[src/rtl/csv_stream_tokenizer_core_defines.svh]
// Assertion macros shared by the CSV tokenizer RTL.
`ifndef CSV_STREAM_TOKENIZER_CORE_DEFINES_SVH
`define CSV_STREAM_TOKENIZER_CORE_DEFINES_SVH

// Same-cycle implication, sampled on clk, off while arst_n is low.
`define CSVT_ASSERT_NOW(label, ante, cons) \
	label: assert property (@(posedge clk) disable iff (!arst_n) (ante) |-> (cons)) \
		else $error("csvt: same-cycle check failed");

// Next-cycle implication, sampled on clk, off while arst_n is low.
`define CSVT_ASSERT_NEXT(label, ante, cons) \
	label: assert property (@(posedge clk) disable iff (!arst_n) (ante) |=> (cons)) \
		else $error("csvt: next-cycle check failed");

`endif

[src/rtl/csvt_pkg.sv]
// Types and constants shared by the CSV tokenizer modules.
package csvt_pkg;

	localparam logic [7:0] CHAR_QUOTE = 8'h22;
	localparam logic [7:0] CHAR_COMMA = 8'h2C;
	localparam logic [7:0] CHAR_LF    = 8'h0A;
	localparam logic [7:0] CHAR_CR    = 8'h0D;
	localparam logic [7:0] CHAR_NUL   = 8'h00;

	localparam int COL_IDX_W = 16;
	localparam int ROW_IDX_W = 32;
	localparam int EXT_W     = 64;

	typedef enum logic [2:0] {
		KIND_CELL  = 3'd0,
		KIND_FIELD = 3'd1,
		KIND_ROW   = 3'd2,
		KIND_DONE  = 3'd3,
		KIND_ERROR = 3'd4
	} kind_t;

	typedef enum logic [1:0] {
		ERR_NONE    = 2'd0,
		ERR_CORRUPT = 2'd1,
		ERR_EMPTY   = 2'd2
	} err_t;

	typedef struct packed {
		logic inside_quotes;
		logic quote_run_odd;
		logic separator_seen;
		logic prev_newline;
		logic halted;
	} flags_t;

	typedef struct packed {
		kind_t                  kind;
		logic [7:0]             cell_byte;
		logic [COL_IDX_W-1:0]   column_index;
		logic [ROW_IDX_W-1:0]   row_index;
		err_t                   error_code;
	} result_t;

endpackage

[src/rtl/csv_stream_tokenizer_core.sv]
// Streaming CSV tokenizer, top level. Bytes of CSV text enter on the s_axis
// side one per transaction, with s_axis_tuser[0] set on a final transaction
// that marks end of file. Each byte yields at most one m_axis transaction:
// a cell byte (quotes kept raw), a field end at a comma, a row end at a
// newline (an error if the column count differs from the header row), and
// at end of file either done (column and row counts) or an error (corrupt
// or empty file). Carriage returns and zero bytes outside quotes produce
// nothing. After done or an error the block drops all further input until
// reset. Throughput is one byte per clock while the consumer does not stall.
// An accepted byte passes the input register and then the result register,
// with the state update between them. s_axis_tready only falls when both
// registers hold an item and the consumer is stalling.
`include "csv_stream_tokenizer_core_defines.svh"
module csv_stream_tokenizer_core #(
	parameter int COLUMN_BITS = 16,
	parameter int ROW_BITS    = 32
) (
	input  logic        clk,
	input  logic        arst_n,
	input  logic        s_axis_tvalid,
	output logic        s_axis_tready,
	input  logic [7:0]  s_axis_tdata,  // [7:0] data_byte
	input  logic [0:0]  s_axis_tuser,  // [0] end_of_input
	output logic        m_axis_tvalid,
	input  logic        m_axis_tready,
	output logic [63:0] m_axis_tdata,  // [7:0] cell_byte, [23:8] column_index,
	                                   // [55:24] row_index, [57:56] error_code
	output logic [2:0]  m_axis_tuser   // [2:0] kind
);

	// input register
	logic                   valid_s1;
	logic [7:0]             byte_s1;
	logic                   eoi_s1;

	// tokenizer state
	csvt_pkg::flags_t       flags_q;
	logic [COLUMN_BITS-1:0] col_q;
	logic [COLUMN_BITS-1:0] exp_q;
	logic [ROW_BITS-1:0]    row_q;

	csvt_pkg::flags_t       flags_d;
	logic [COLUMN_BITS-1:0] col_d;
	logic [COLUMN_BITS-1:0] exp_d;
	logic [ROW_BITS-1:0]    row_d;
	logic                   res_valid;
	csvt_pkg::result_t      res;
	csvt_pkg::result_t      res_q;

	logic                   out_free;
	logic                   advance;
	logic                   in_xfer;
	logic                   terminal_out;

	// s1 item moves on once the result register can take whatever it makes
	assign advance       = valid_s1 && out_free;
	assign s_axis_tready = !valid_s1 || out_free;
	assign in_xfer       = s_axis_tvalid && s_axis_tready;

	always_ff @(posedge clk or negedge arst_n) begin
		if (!arst_n) begin
			valid_s1 <= 1'b0;
		end else if (in_xfer) begin
			valid_s1 <= 1'b1;
		end else if (advance) begin
			valid_s1 <= 1'b0;
		end
	end

	always_ff @(posedge clk) begin
		if (in_xfer) begin
			byte_s1 <= s_axis_tdata;
			eoi_s1  <= s_axis_tuser[0];
		end
	end

	csvt_step #(
		.COLUMN_BITS (COLUMN_BITS),
		.ROW_BITS    (ROW_BITS)
	) u_step (
		.data_byte    (byte_s1),
		.end_of_input (eoi_s1),
		.flags_q      (flags_q),
		.col_q        (col_q),
		.exp_q        (exp_q),
		.row_q        (row_q),
		.flags_d      (flags_d),
		.col_d        (col_d),
		.exp_d        (exp_d),
		.row_d        (row_d),
		.res_valid    (res_valid),
		.res          (res)
	);

	// state commits once per byte, in step with the result register load
	always_ff @(posedge clk or negedge arst_n) begin
		if (!arst_n) begin
			flags_q <= '0;
			col_q   <= COLUMN_BITS'(1);
			exp_q   <= COLUMN_BITS'(1);
			row_q   <= ROW_BITS'(1);
		end else if (advance) begin
			flags_q <= flags_d;
			col_q   <= col_d;
			exp_q   <= exp_d;
			row_q   <= row_d;
		end
	end

	csvt_out_reg u_out (
		.clk    (clk),
		.arst_n (arst_n),
		.load   (advance && res_valid),
		.res    (res),
		.tready (m_axis_tready),
		.tvalid (m_axis_tvalid),
		.res_q  (res_q),
		.free   (out_free)
	);

	assign m_axis_tuser = res_q.kind;
	assign m_axis_tdata = {6'b0, res_q.error_code, res_q.row_index,
		res_q.column_index, res_q.cell_byte};

	// done or error currently on the result port
	assign terminal_out = m_axis_tvalid &&
		(m_axis_tuser inside {csvt_pkg::KIND_DONE, csvt_pkg::KIND_ERROR});

	// halt is sticky until reset
	`CSVT_ASSERT_NEXT(a_halt_sticky, flags_q.halted, flags_q.halted)
	// a terminal result on the port means the state has already halted
	`CSVT_ASSERT_NOW(a_terminal_halted, terminal_out, flags_q.halted)
	// quote run parity only lives inside quotes
	`CSVT_ASSERT_NOW(a_odd_inside, flags_q.quote_run_odd, flags_q.inside_quotes)

endmodule

[src/rtl/csvt_step.sv]
// Per-byte tokenizer decision: next state and optional result.
module csvt_step #(
	parameter int COLUMN_BITS = 16,
	parameter int ROW_BITS    = 32
) (
	input  logic [7:0]             data_byte,
	input  logic                   end_of_input,
	input  csvt_pkg::flags_t       flags_q,
	input  logic [COLUMN_BITS-1:0] col_q,
	input  logic [COLUMN_BITS-1:0] exp_q,
	input  logic [ROW_BITS-1:0]    row_q,
	output csvt_pkg::flags_t       flags_d,
	output logic [COLUMN_BITS-1:0] col_d,
	output logic [COLUMN_BITS-1:0] exp_d,
	output logic [ROW_BITS-1:0]    row_d,
	output logic                   res_valid,
	output csvt_pkg::result_t      res
);

	logic [COLUMN_BITS-1:0]     col_m1;
	logic [ROW_BITS-1:0]        row_m1;
	logic [ROW_BITS-1:0]        row_dec;
	logic [csvt_pkg::EXT_W-1:0] col_ext;
	logic [csvt_pkg::EXT_W-1:0] row_ext;
	logic [csvt_pkg::EXT_W-1:0] exp_ext;
	logic [csvt_pkg::EXT_W-1:0] rdec_ext;
	logic                       was_nl;
	logic                       col_sat;
	logic                       row_sat;

	assign col_m1   = col_q - COLUMN_BITS'(1);
	assign row_m1   = row_q - ROW_BITS'(1);
	assign row_dec  = (row_q > ROW_BITS'(1)) ? row_m1 : row_q;
	assign col_ext  = csvt_pkg::EXT_W'(col_m1);
	assign row_ext  = csvt_pkg::EXT_W'(row_m1);
	assign exp_ext  = csvt_pkg::EXT_W'(exp_q);
	assign rdec_ext = csvt_pkg::EXT_W'(row_dec);
	assign was_nl   = (data_byte == csvt_pkg::CHAR_LF);
	assign col_sat  = (col_q == {COLUMN_BITS{1'b1}});
	assign row_sat  = (row_q == {ROW_BITS{1'b1}});

	always_comb begin
		flags_d              = flags_q;
		col_d                = col_q;
		exp_d                = exp_q;
		row_d                = row_q;
		res_valid            = 1'b0;
		res.kind             = csvt_pkg::KIND_CELL;
		res.cell_byte        = 8'h00;
		res.column_index     = col_ext[csvt_pkg::COL_IDX_W-1:0];
		res.row_index        = row_ext[csvt_pkg::ROW_IDX_W-1:0];
		res.error_code       = csvt_pkg::ERR_NONE;
		if (!flags_q.halted) begin
			if (end_of_input) begin
				res_valid             = 1'b1;
				flags_d.halted        = 1'b1;
				flags_d.inside_quotes = 1'b0;
				flags_d.quote_run_odd = 1'b0;
				res.kind              = csvt_pkg::KIND_ERROR;
				if (flags_q.inside_quotes && !flags_q.quote_run_odd) begin
					res.error_code = csvt_pkg::ERR_CORRUPT;
				end else if (!flags_q.separator_seen) begin
					res.error_code = csvt_pkg::ERR_EMPTY;
				end else if (!flags_q.prev_newline && (col_q != exp_q)) begin
					res.error_code = csvt_pkg::ERR_CORRUPT;
				end else begin
					res.kind         = csvt_pkg::KIND_DONE;
					res.column_index = exp_ext[csvt_pkg::COL_IDX_W-1:0];
					if (flags_q.prev_newline) begin
						row_d         = row_dec;
						res.row_index = rdec_ext[csvt_pkg::ROW_IDX_W-1:0];
					end else begin
						res.row_index = csvt_pkg::ROW_IDX_W'(csvt_pkg::EXT_W'(row_q));
					end
				end
			end else if (flags_q.inside_quotes && (data_byte == csvt_pkg::CHAR_QUOTE)) begin
				// quote inside quotes: flip run parity, byte kept raw
				flags_d.quote_run_odd = !flags_q.quote_run_odd;
				flags_d.prev_newline  = 1'b0;
				res_valid             = 1'b1;
				res.cell_byte         = data_byte;
			end else if (flags_q.inside_quotes && !flags_q.quote_run_odd) begin
				flags_d.prev_newline = was_nl;
				res_valid            = 1'b1;
				res.cell_byte        = data_byte;
			end else begin
				// outside quotes, or an odd run just closed the quote
				flags_d.inside_quotes = 1'b0;
				flags_d.quote_run_odd = 1'b0;
				flags_d.prev_newline  = was_nl;
				case (data_byte)
					csvt_pkg::CHAR_NUL, csvt_pkg::CHAR_CR: begin
						res_valid = 1'b0;
					end
					csvt_pkg::CHAR_COMMA: begin
						flags_d.separator_seen = 1'b1;
						if (!col_sat) begin
							col_d = col_q + COLUMN_BITS'(1);
						end
						res_valid = 1'b1;
						res.kind  = csvt_pkg::KIND_FIELD;
					end
					csvt_pkg::CHAR_QUOTE: begin
						flags_d.inside_quotes = 1'b1;
						res_valid             = 1'b1;
						res.cell_byte         = data_byte;
					end
					csvt_pkg::CHAR_LF: begin
						flags_d.separator_seen = 1'b1;
						res_valid              = 1'b1;
						if ((row_q != ROW_BITS'(1)) && (col_q != exp_q)) begin
							flags_d.halted = 1'b1;
							res.kind       = csvt_pkg::KIND_ERROR;
							res.error_code = csvt_pkg::ERR_CORRUPT;
						end else begin
							if (row_q == ROW_BITS'(1)) begin
								exp_d = col_q;
							end
							if (!row_sat) begin
								row_d = row_q + ROW_BITS'(1);
							end
							col_d    = COLUMN_BITS'(1);
							res.kind = csvt_pkg::KIND_ROW;
						end
					end
					default: begin
						res_valid     = 1'b1;
						res.cell_byte = data_byte;
					end
				endcase
			end
		end
	end

endmodule

[src/rtl/csvt_out_reg.sv]
// Result register with stream handshake towards the consumer.
module csvt_out_reg (
	input  logic              clk,
	input  logic              arst_n,
	input  logic              load,
	input  csvt_pkg::result_t res,
	input  logic              tready,
	output logic              tvalid,
	output csvt_pkg::result_t res_q,
	output logic              free
);

	logic valid_q;

	assign free   = !valid_q || tready;
	assign tvalid = valid_q;

	always_ff @(posedge clk or negedge arst_n) begin
		if (!arst_n) begin
			valid_q <= 1'b0;
		end else if (load) begin
			valid_q <= 1'b1;
		end else if (tready) begin
			valid_q <= 1'b0;
		end
	end

	always_ff @(posedge clk) begin
		if (load) begin
			res_q <= res;
		end
	end

endmodule

[config.mk]
export PLATFORM = sky130hd
export DESIGN_NAME = csv_stream_tokenizer_core
export DESIGN_NICKNAME = d
export VERILOG_FILES = /design/src/rtl/csvt_pkg.sv /design/src/rtl/csv_stream_tokenizer_core.sv /design/src/rtl/csvt_step.sv /design/src/rtl/csvt_out_reg.sv
export VERILOG_INCLUDE_DIRS = /design/src /design/src/rtl
export SDC_FILE = /design/constraint.sdc
export NUM_CORES = 1
export LEC_CHECK = 0
export BUFFER_PORTS_ARGS = -buffer_cell sky130_fd_sc_hd__buf_2
export CORE_ASPECT_RATIO = 0.8
export CORE_MARGIN = 3
export CORE_UTILIZATION = 30
export CTS_BUF_LIST = sky130_fd_sc_hd__clkbuf_16
export DETAILED_ROUTE_END_ITERATION = 16
export PLACE_DENSITY_LB_ADDON = 0.2
export SLEW_MARGIN = 20
export SYNTH_ARGS = -nofsm -noshare
export SYNTH_HDL_FRONTEND = slang
export SYNTH_HIERARCHICAL = 1
export SYNTH_SLANG_ARGS = --single-unit
[constraint.sdc]
create_clock -name clk -period 7.3 [get_ports clk]
set_clock_uncertainty 0.1 [all_clocks]
set_input_delay 0.365 -clock clk [delete_from_list [all_inputs] [get_ports clk]]
set_output_delay 0.365 -clock clk [all_outputs]
set_load 0.1 [all_outputs]
### Word-level counts from Yosys, hierarchy flattened

Index checks and enable logic that the tools add are counted.

* register bits: 141
* logic and storage cells: 134
* input port bits: 13

* bitwise logic cells: 5
* muxes and demuxes: 60
* reduce and logical (&&, ||, !) cells: 29
* $lt $le $gt $ge: 1
* eq/ne operators: 18
* add/subtract/negate cells: 4

Operator list (count)
* 32-bit 2-to-1 mux: 11
* 48-bit 2-to-1 mux: 4
* 50-bit 2-to-1 mux: 1
* 32-bit by 1-bit adder with 32-bit output (second input constant): 1
* 32-bit by 1-bit == test with 1-bit output (second input constant): 1
* 32-bit == test (second input constant): 1
* 32-bit by 1-bit > comparator with 1-bit output (second input constant): 1
* 16-bit 2-to-1 mux: 2
* 32-bit by 1-bit != test with 1-bit output (second input constant): 1
* 16-bit case mux with 2 select lines: 1
* 32-bit by 1-bit subtractor with 32-bit output (second input constant): 1
* 3-bit 2-to-1 mux: 8
* 8-bit 2-to-1 mux: 3
* 1-bit 2-to-1 mux: 22
* 16-bit by 1-bit adder with 16-bit output (second input constant): 1
* 16-bit == test (second input constant): 1
* 8-bit by 4-bit == test with 1-bit output (second input constant): 2
* 8-bit by 6-bit == test with 1-bit output (second input constant): 2
* 16-bit != test: 1
* 8-bit AND reduction: 2
* 16-bit by 1-bit subtractor with 16-bit output (second input constant): 1
* 2-bit 2-to-1 mux: 7
* 2-bit != test (second input constant): 7
* 9-bit AND reduction: 1
* 14 further kinds: 34

### Logic depth before layout (Yosys ltp)

* depth after elaboration: 9
* mapped depth: 11
* depth with buffers taken out: 10

### By module

The synthesis kept the hierarchy.

By module, submodules not included
* csvt_step: times used 1, area an instance 4011.3 µm², cells each 695
* csv_stream_tokenizer_core: times used 1, area an instance 2967.8 µm², cells each 167
* csvt_out_reg: times used 1, area an instance 1879.3 µm², cells each 64

### Worst setup path after synthesis

Ideal clock, no wire load.

* path type: reg2reg
* start point: register byte_s1[4]
* end point: register u_out/res_q[0] (netlist name)
* data arrival time: 3.113 ns
* period minus slack after synthesis: 3.639 ns
* stages on the path, launching flop included: 7
* required time: 6.774 ns
* path slack: 3.661 ns
* path through: edfxtp_1 or3_1 nor4_1 o21a_1 nor3_1 nor2_1 and3_1

* cells in the longest elaborated chain, start to end: 8
* elaborated cells between the ends (all ways): 11
* those cells by class: 2 x eq/ne; 5 x mux; 4 x reduce/logical

RTL lines
* start, declared: line csv_stream_tokenizer_core.sv:33 `logic [7:0] byte_s1;`
* start signal, assigned: line csv_stream_tokenizer_core.sv:72 `byte_s1 <= s_axis_tdata;`
* 8-bit by 4-bit == test with 1-bit output or 8-bit zero test (tied branches): line csvt_step.sv:91 `case (data_byte)`
* 2-bit OR reduction
* 1-bit 2-to-1 mux: line csvt_step.sv:91
* 1-bit 2-to-1 mux: line csvt_step.sv:82 `end else if (flags_q.inside_quotes && !flags_q.quote_run_odd) begin`
* 1-bit 2-to-1 mux *: line csvt_step.sv:76 `end else if (flags_q.inside_quotes && (data_byte == csvt_pkg::CHAR_QUOTE)) begin`
* 1-bit 2-to-1 mux *: line csvt_step.sv:54 `if (end_of_input) begin`
* 1-bit 2-to-1 mux *: line csvt_step.sv:53 `if (!flags_q.halted) begin`
* named net res_valid: line csv_stream_tokenizer_core.sv:46 `logic res_valid;`
* 1-bit logical AND *: line csv_stream_tokenizer_core.sv:113 `.load (advance && res_valid),`

Mark *: on every way through the listed nets, which the timed path passes. The rest lies on a longest branch.
A chain may end at the register's enable or synchronous reset.

==> reports/qor.yml <==
worst_setup_path_start_kind: "flip-flop"
yosys.area.top_type: "edfxtp_1"
p_per_area_nw_per_um2: 220
crit_path_end_kind: "flip-flop"
synth_top_family_by_area: "simple AND/OR/NAND/NOR gates"
clockBufferDepth: 2
clk_latency_ps: 430
finalNetCount: 984
synth.cell_area_um2: 8860
synth_xor_area_share_pct: 8.01
rsz0062_at_grt: "no"
start_util_pct: 30.9
min_period_over_period_pct: 54.1
synth-async-reset-ratio_pct: 50.4
yosysUniqueCellTypes: 64
switching_share_pct: 29.3
dp_hpwl_um: 17900
cts.clk_slew.worst_paths_ps: 60
grt_pass1_vias: 6802
synth_edf_count: 70
post-place-cells: 1308
io_buffer_count: 75
drc: 0
antenna_found_initial: 0
hold_path_class: "primary input to asynchronous set/reset pin"
synth_flop_cell: "edfxtp_1"
pwr-share-clk_pct: 39.5
synth-seq-cells: 141
p_total_mw: 2.23
p_sw_mw: 0.653
worstSetupStartpoint: "row_q[8]"
yosysSeqAreaShare_pct: 43.8
synthAdderAreaFrac_pct: 0.706
grt-ovfl-total: 0
cts_buffers: 17
peakVddDrop_v: 0.000166
utilization_pct: 35.3
max_freq_mhz: 253
grt_max_degree: 72
p_leak_nw: 4.15
via_per_inst: 5.32
grt_pass1_wl_um: 41000
n_antenna_cell: 0
worstPathMaxFanout: 17
layout_common_cells: "nand2_1 (87), nor2_1 (87), buf_2 (74)"
gp_congestion: 0.916
combPwrFrac_pct: 19.8
drive_gt1_share_pct: 22.1
seqPwrFrac_pct: 40.6
slew_headroom_pct: 28.1
max_cap_violations: 0
synth-compound-area-share_pct: 9.72
internal_power_mw: 1.58
layoutNonFillerInstCount: 1349
dieArea_um2: 31600
status: "complete, but fails checks"
cts_root_buf: "clkbuf_16"
first_iter_violations: 721
drt-total-wl_um: 25900
postSynthAreaPerCell_um2: 9.57
ys_top_cells_by_area: "edfxtp_1 (24%), dfrtp_1 (19%), mux2_2 (9.0%), xor2_1 (5.4%), nor2_1 (3.7%)"
routedWlPerCell_um: 19.2
slew_violations: 0
period_needed_ps: 3950
die_w_um: 198
ant_nets: 0
synth.top_cell.area_share_pct: 23.7
syn2layout_area_growth_pct: 14.2
worst_slew_pin_slew_ps: 1080
post-cts-setup-buffers: 0
reg2reg_from: "row_q[8]"
fin_tns_setup_ps: 0
required_ps: 7370
coreArea_um2: 28700
holdWs_ps: -1.40
cts.repair.resized: 0
synth_mux_area_share_pct: 10.9
clkSinkCount: 141
setup_viol: 0
firstDrtPassIters: 5
htreeDepth: 4
setup.worst_path.class: "flip-flop to flip-flop"
syn_inst: 926
hold_violations: 2
violations: "hold timing"
yosysWarnings: 6
die_h_um: 160
pin_count: 82
grt_use_total_pct: 16.6
num_rows: 55
via_count: 7179
hold_buffers: 7
cts_tree: "done"
worstPathArrival_ps: 4010
synthSimpleGateAreaFrac_pct: 22.1
## cell type report
| class | count | area [um^2] |
|---|---|---|
| clock buffer | 17 | 425 |
| clock inverter | 15 | 155 |
| fill | 2915 | 18600 |
| inverter | 14 | 52.6 |
| sequential | 141 | 3880 |
| timing repair buffer | 93 | 536 |
| multi-input combinational | 699 | 4600 |
| tap | 370 | 463 |
## per-layer routing
layer | vias up | share of wire (%) | global-route usage, %
li1 | 3435 | - | -
met1 | 3470 | 52 | 26.3
met2 | 250 | 40 | 22.4
met3 | 24 | 6.4 | 3.82
met4 | 0 | 1.4 | 4.34
met5 | - | 0 | 0
## through the flow
| stage | hold slack (ps) | area [um^2] | setup slack (ps) |
|---|---|---|---|
| after floorplan | -30.6 | 8880 | 3660 |
| after global placement | 442 | 9450 | 3370 |
| after detailed placement | 443 | 9450 | 3340 |
| after CTS | 1.22 | 10100 | 3330 |
| after global routing | 29.7 | 10100 | 2960 |
| final | -1.40 | 10100 | 3350 |
## sequential cells by signal, summed over array words and instances (netlist names)
name,cells
u_out/res_q,61
row_q,32
col_q,16
exp_q,16
byte_s1,8
flags_q,5
eoi_s1,1
u_out/tvalid,1
valid_s1,1
## cells in the mapped netlist, drive strengths merged (9+ instances only)
master,count
edfxtp,70
nor3,35
xor2,55
buf,26
inv,14
clkbuf,51
nor4,30
a21oi,38
and2,11
and3,9
a31oi,13
nand3,28
nor2,88
o21ai,43
or3,18
nand4,24
or4,15
xnor2,26
nand2,88
nand2b,17
mux2,81
dfrtp,68
## logic make-up after synthesis
kind of cell,count (synthesis)
AOI/OAI and AO/OA,140
xor gates and xnor gates,81
adders and majority gates,5
buffers and inverters,91
DFF,141
muxes,83
other,1
and+or+nand+nor,384
## worst paths after layout
check / end / slack (ps) / depth (start not counted)
max reg2reg: u_out/res_q[7] / 3350 / 7
min reg2reg: u_out/res_q[56] / 470 / 1
min in group clk: valid_s1 / 40 / 2
max: u_out/res_q[7] / 3350 / 7
min: exp_q[10] / -1 / 1
max in group asynchronous: row_q[5] / 6460 / 1
## worst max-delay path, cell delays in order, from the launching register on
cell     delay (ps)
dfrtp_1         520
or4_4           550
or2_1           360
nor4_1          710
nor2b_1         230
nor2_2          870
nor2_1          140
xor2_1          190
## power groups by stage
stage / Clock [mW] / Combinational, mW / Sequential, mW
2_1_floorplan: 0 / 0.341 / 0.905
3_3_place_gp: 0 / 0.437 / 0.920
3_5_place_dp: 0 / 0.433 / 0.921
4_1_cts: 0.908 / 0.440 / 0.905
5_1_grt: 0.937 / 0.492 / 0.909
6_report: 0.881 / 0.442 / 0.906
Note: power is estimated with default switching activity, not from simulation.
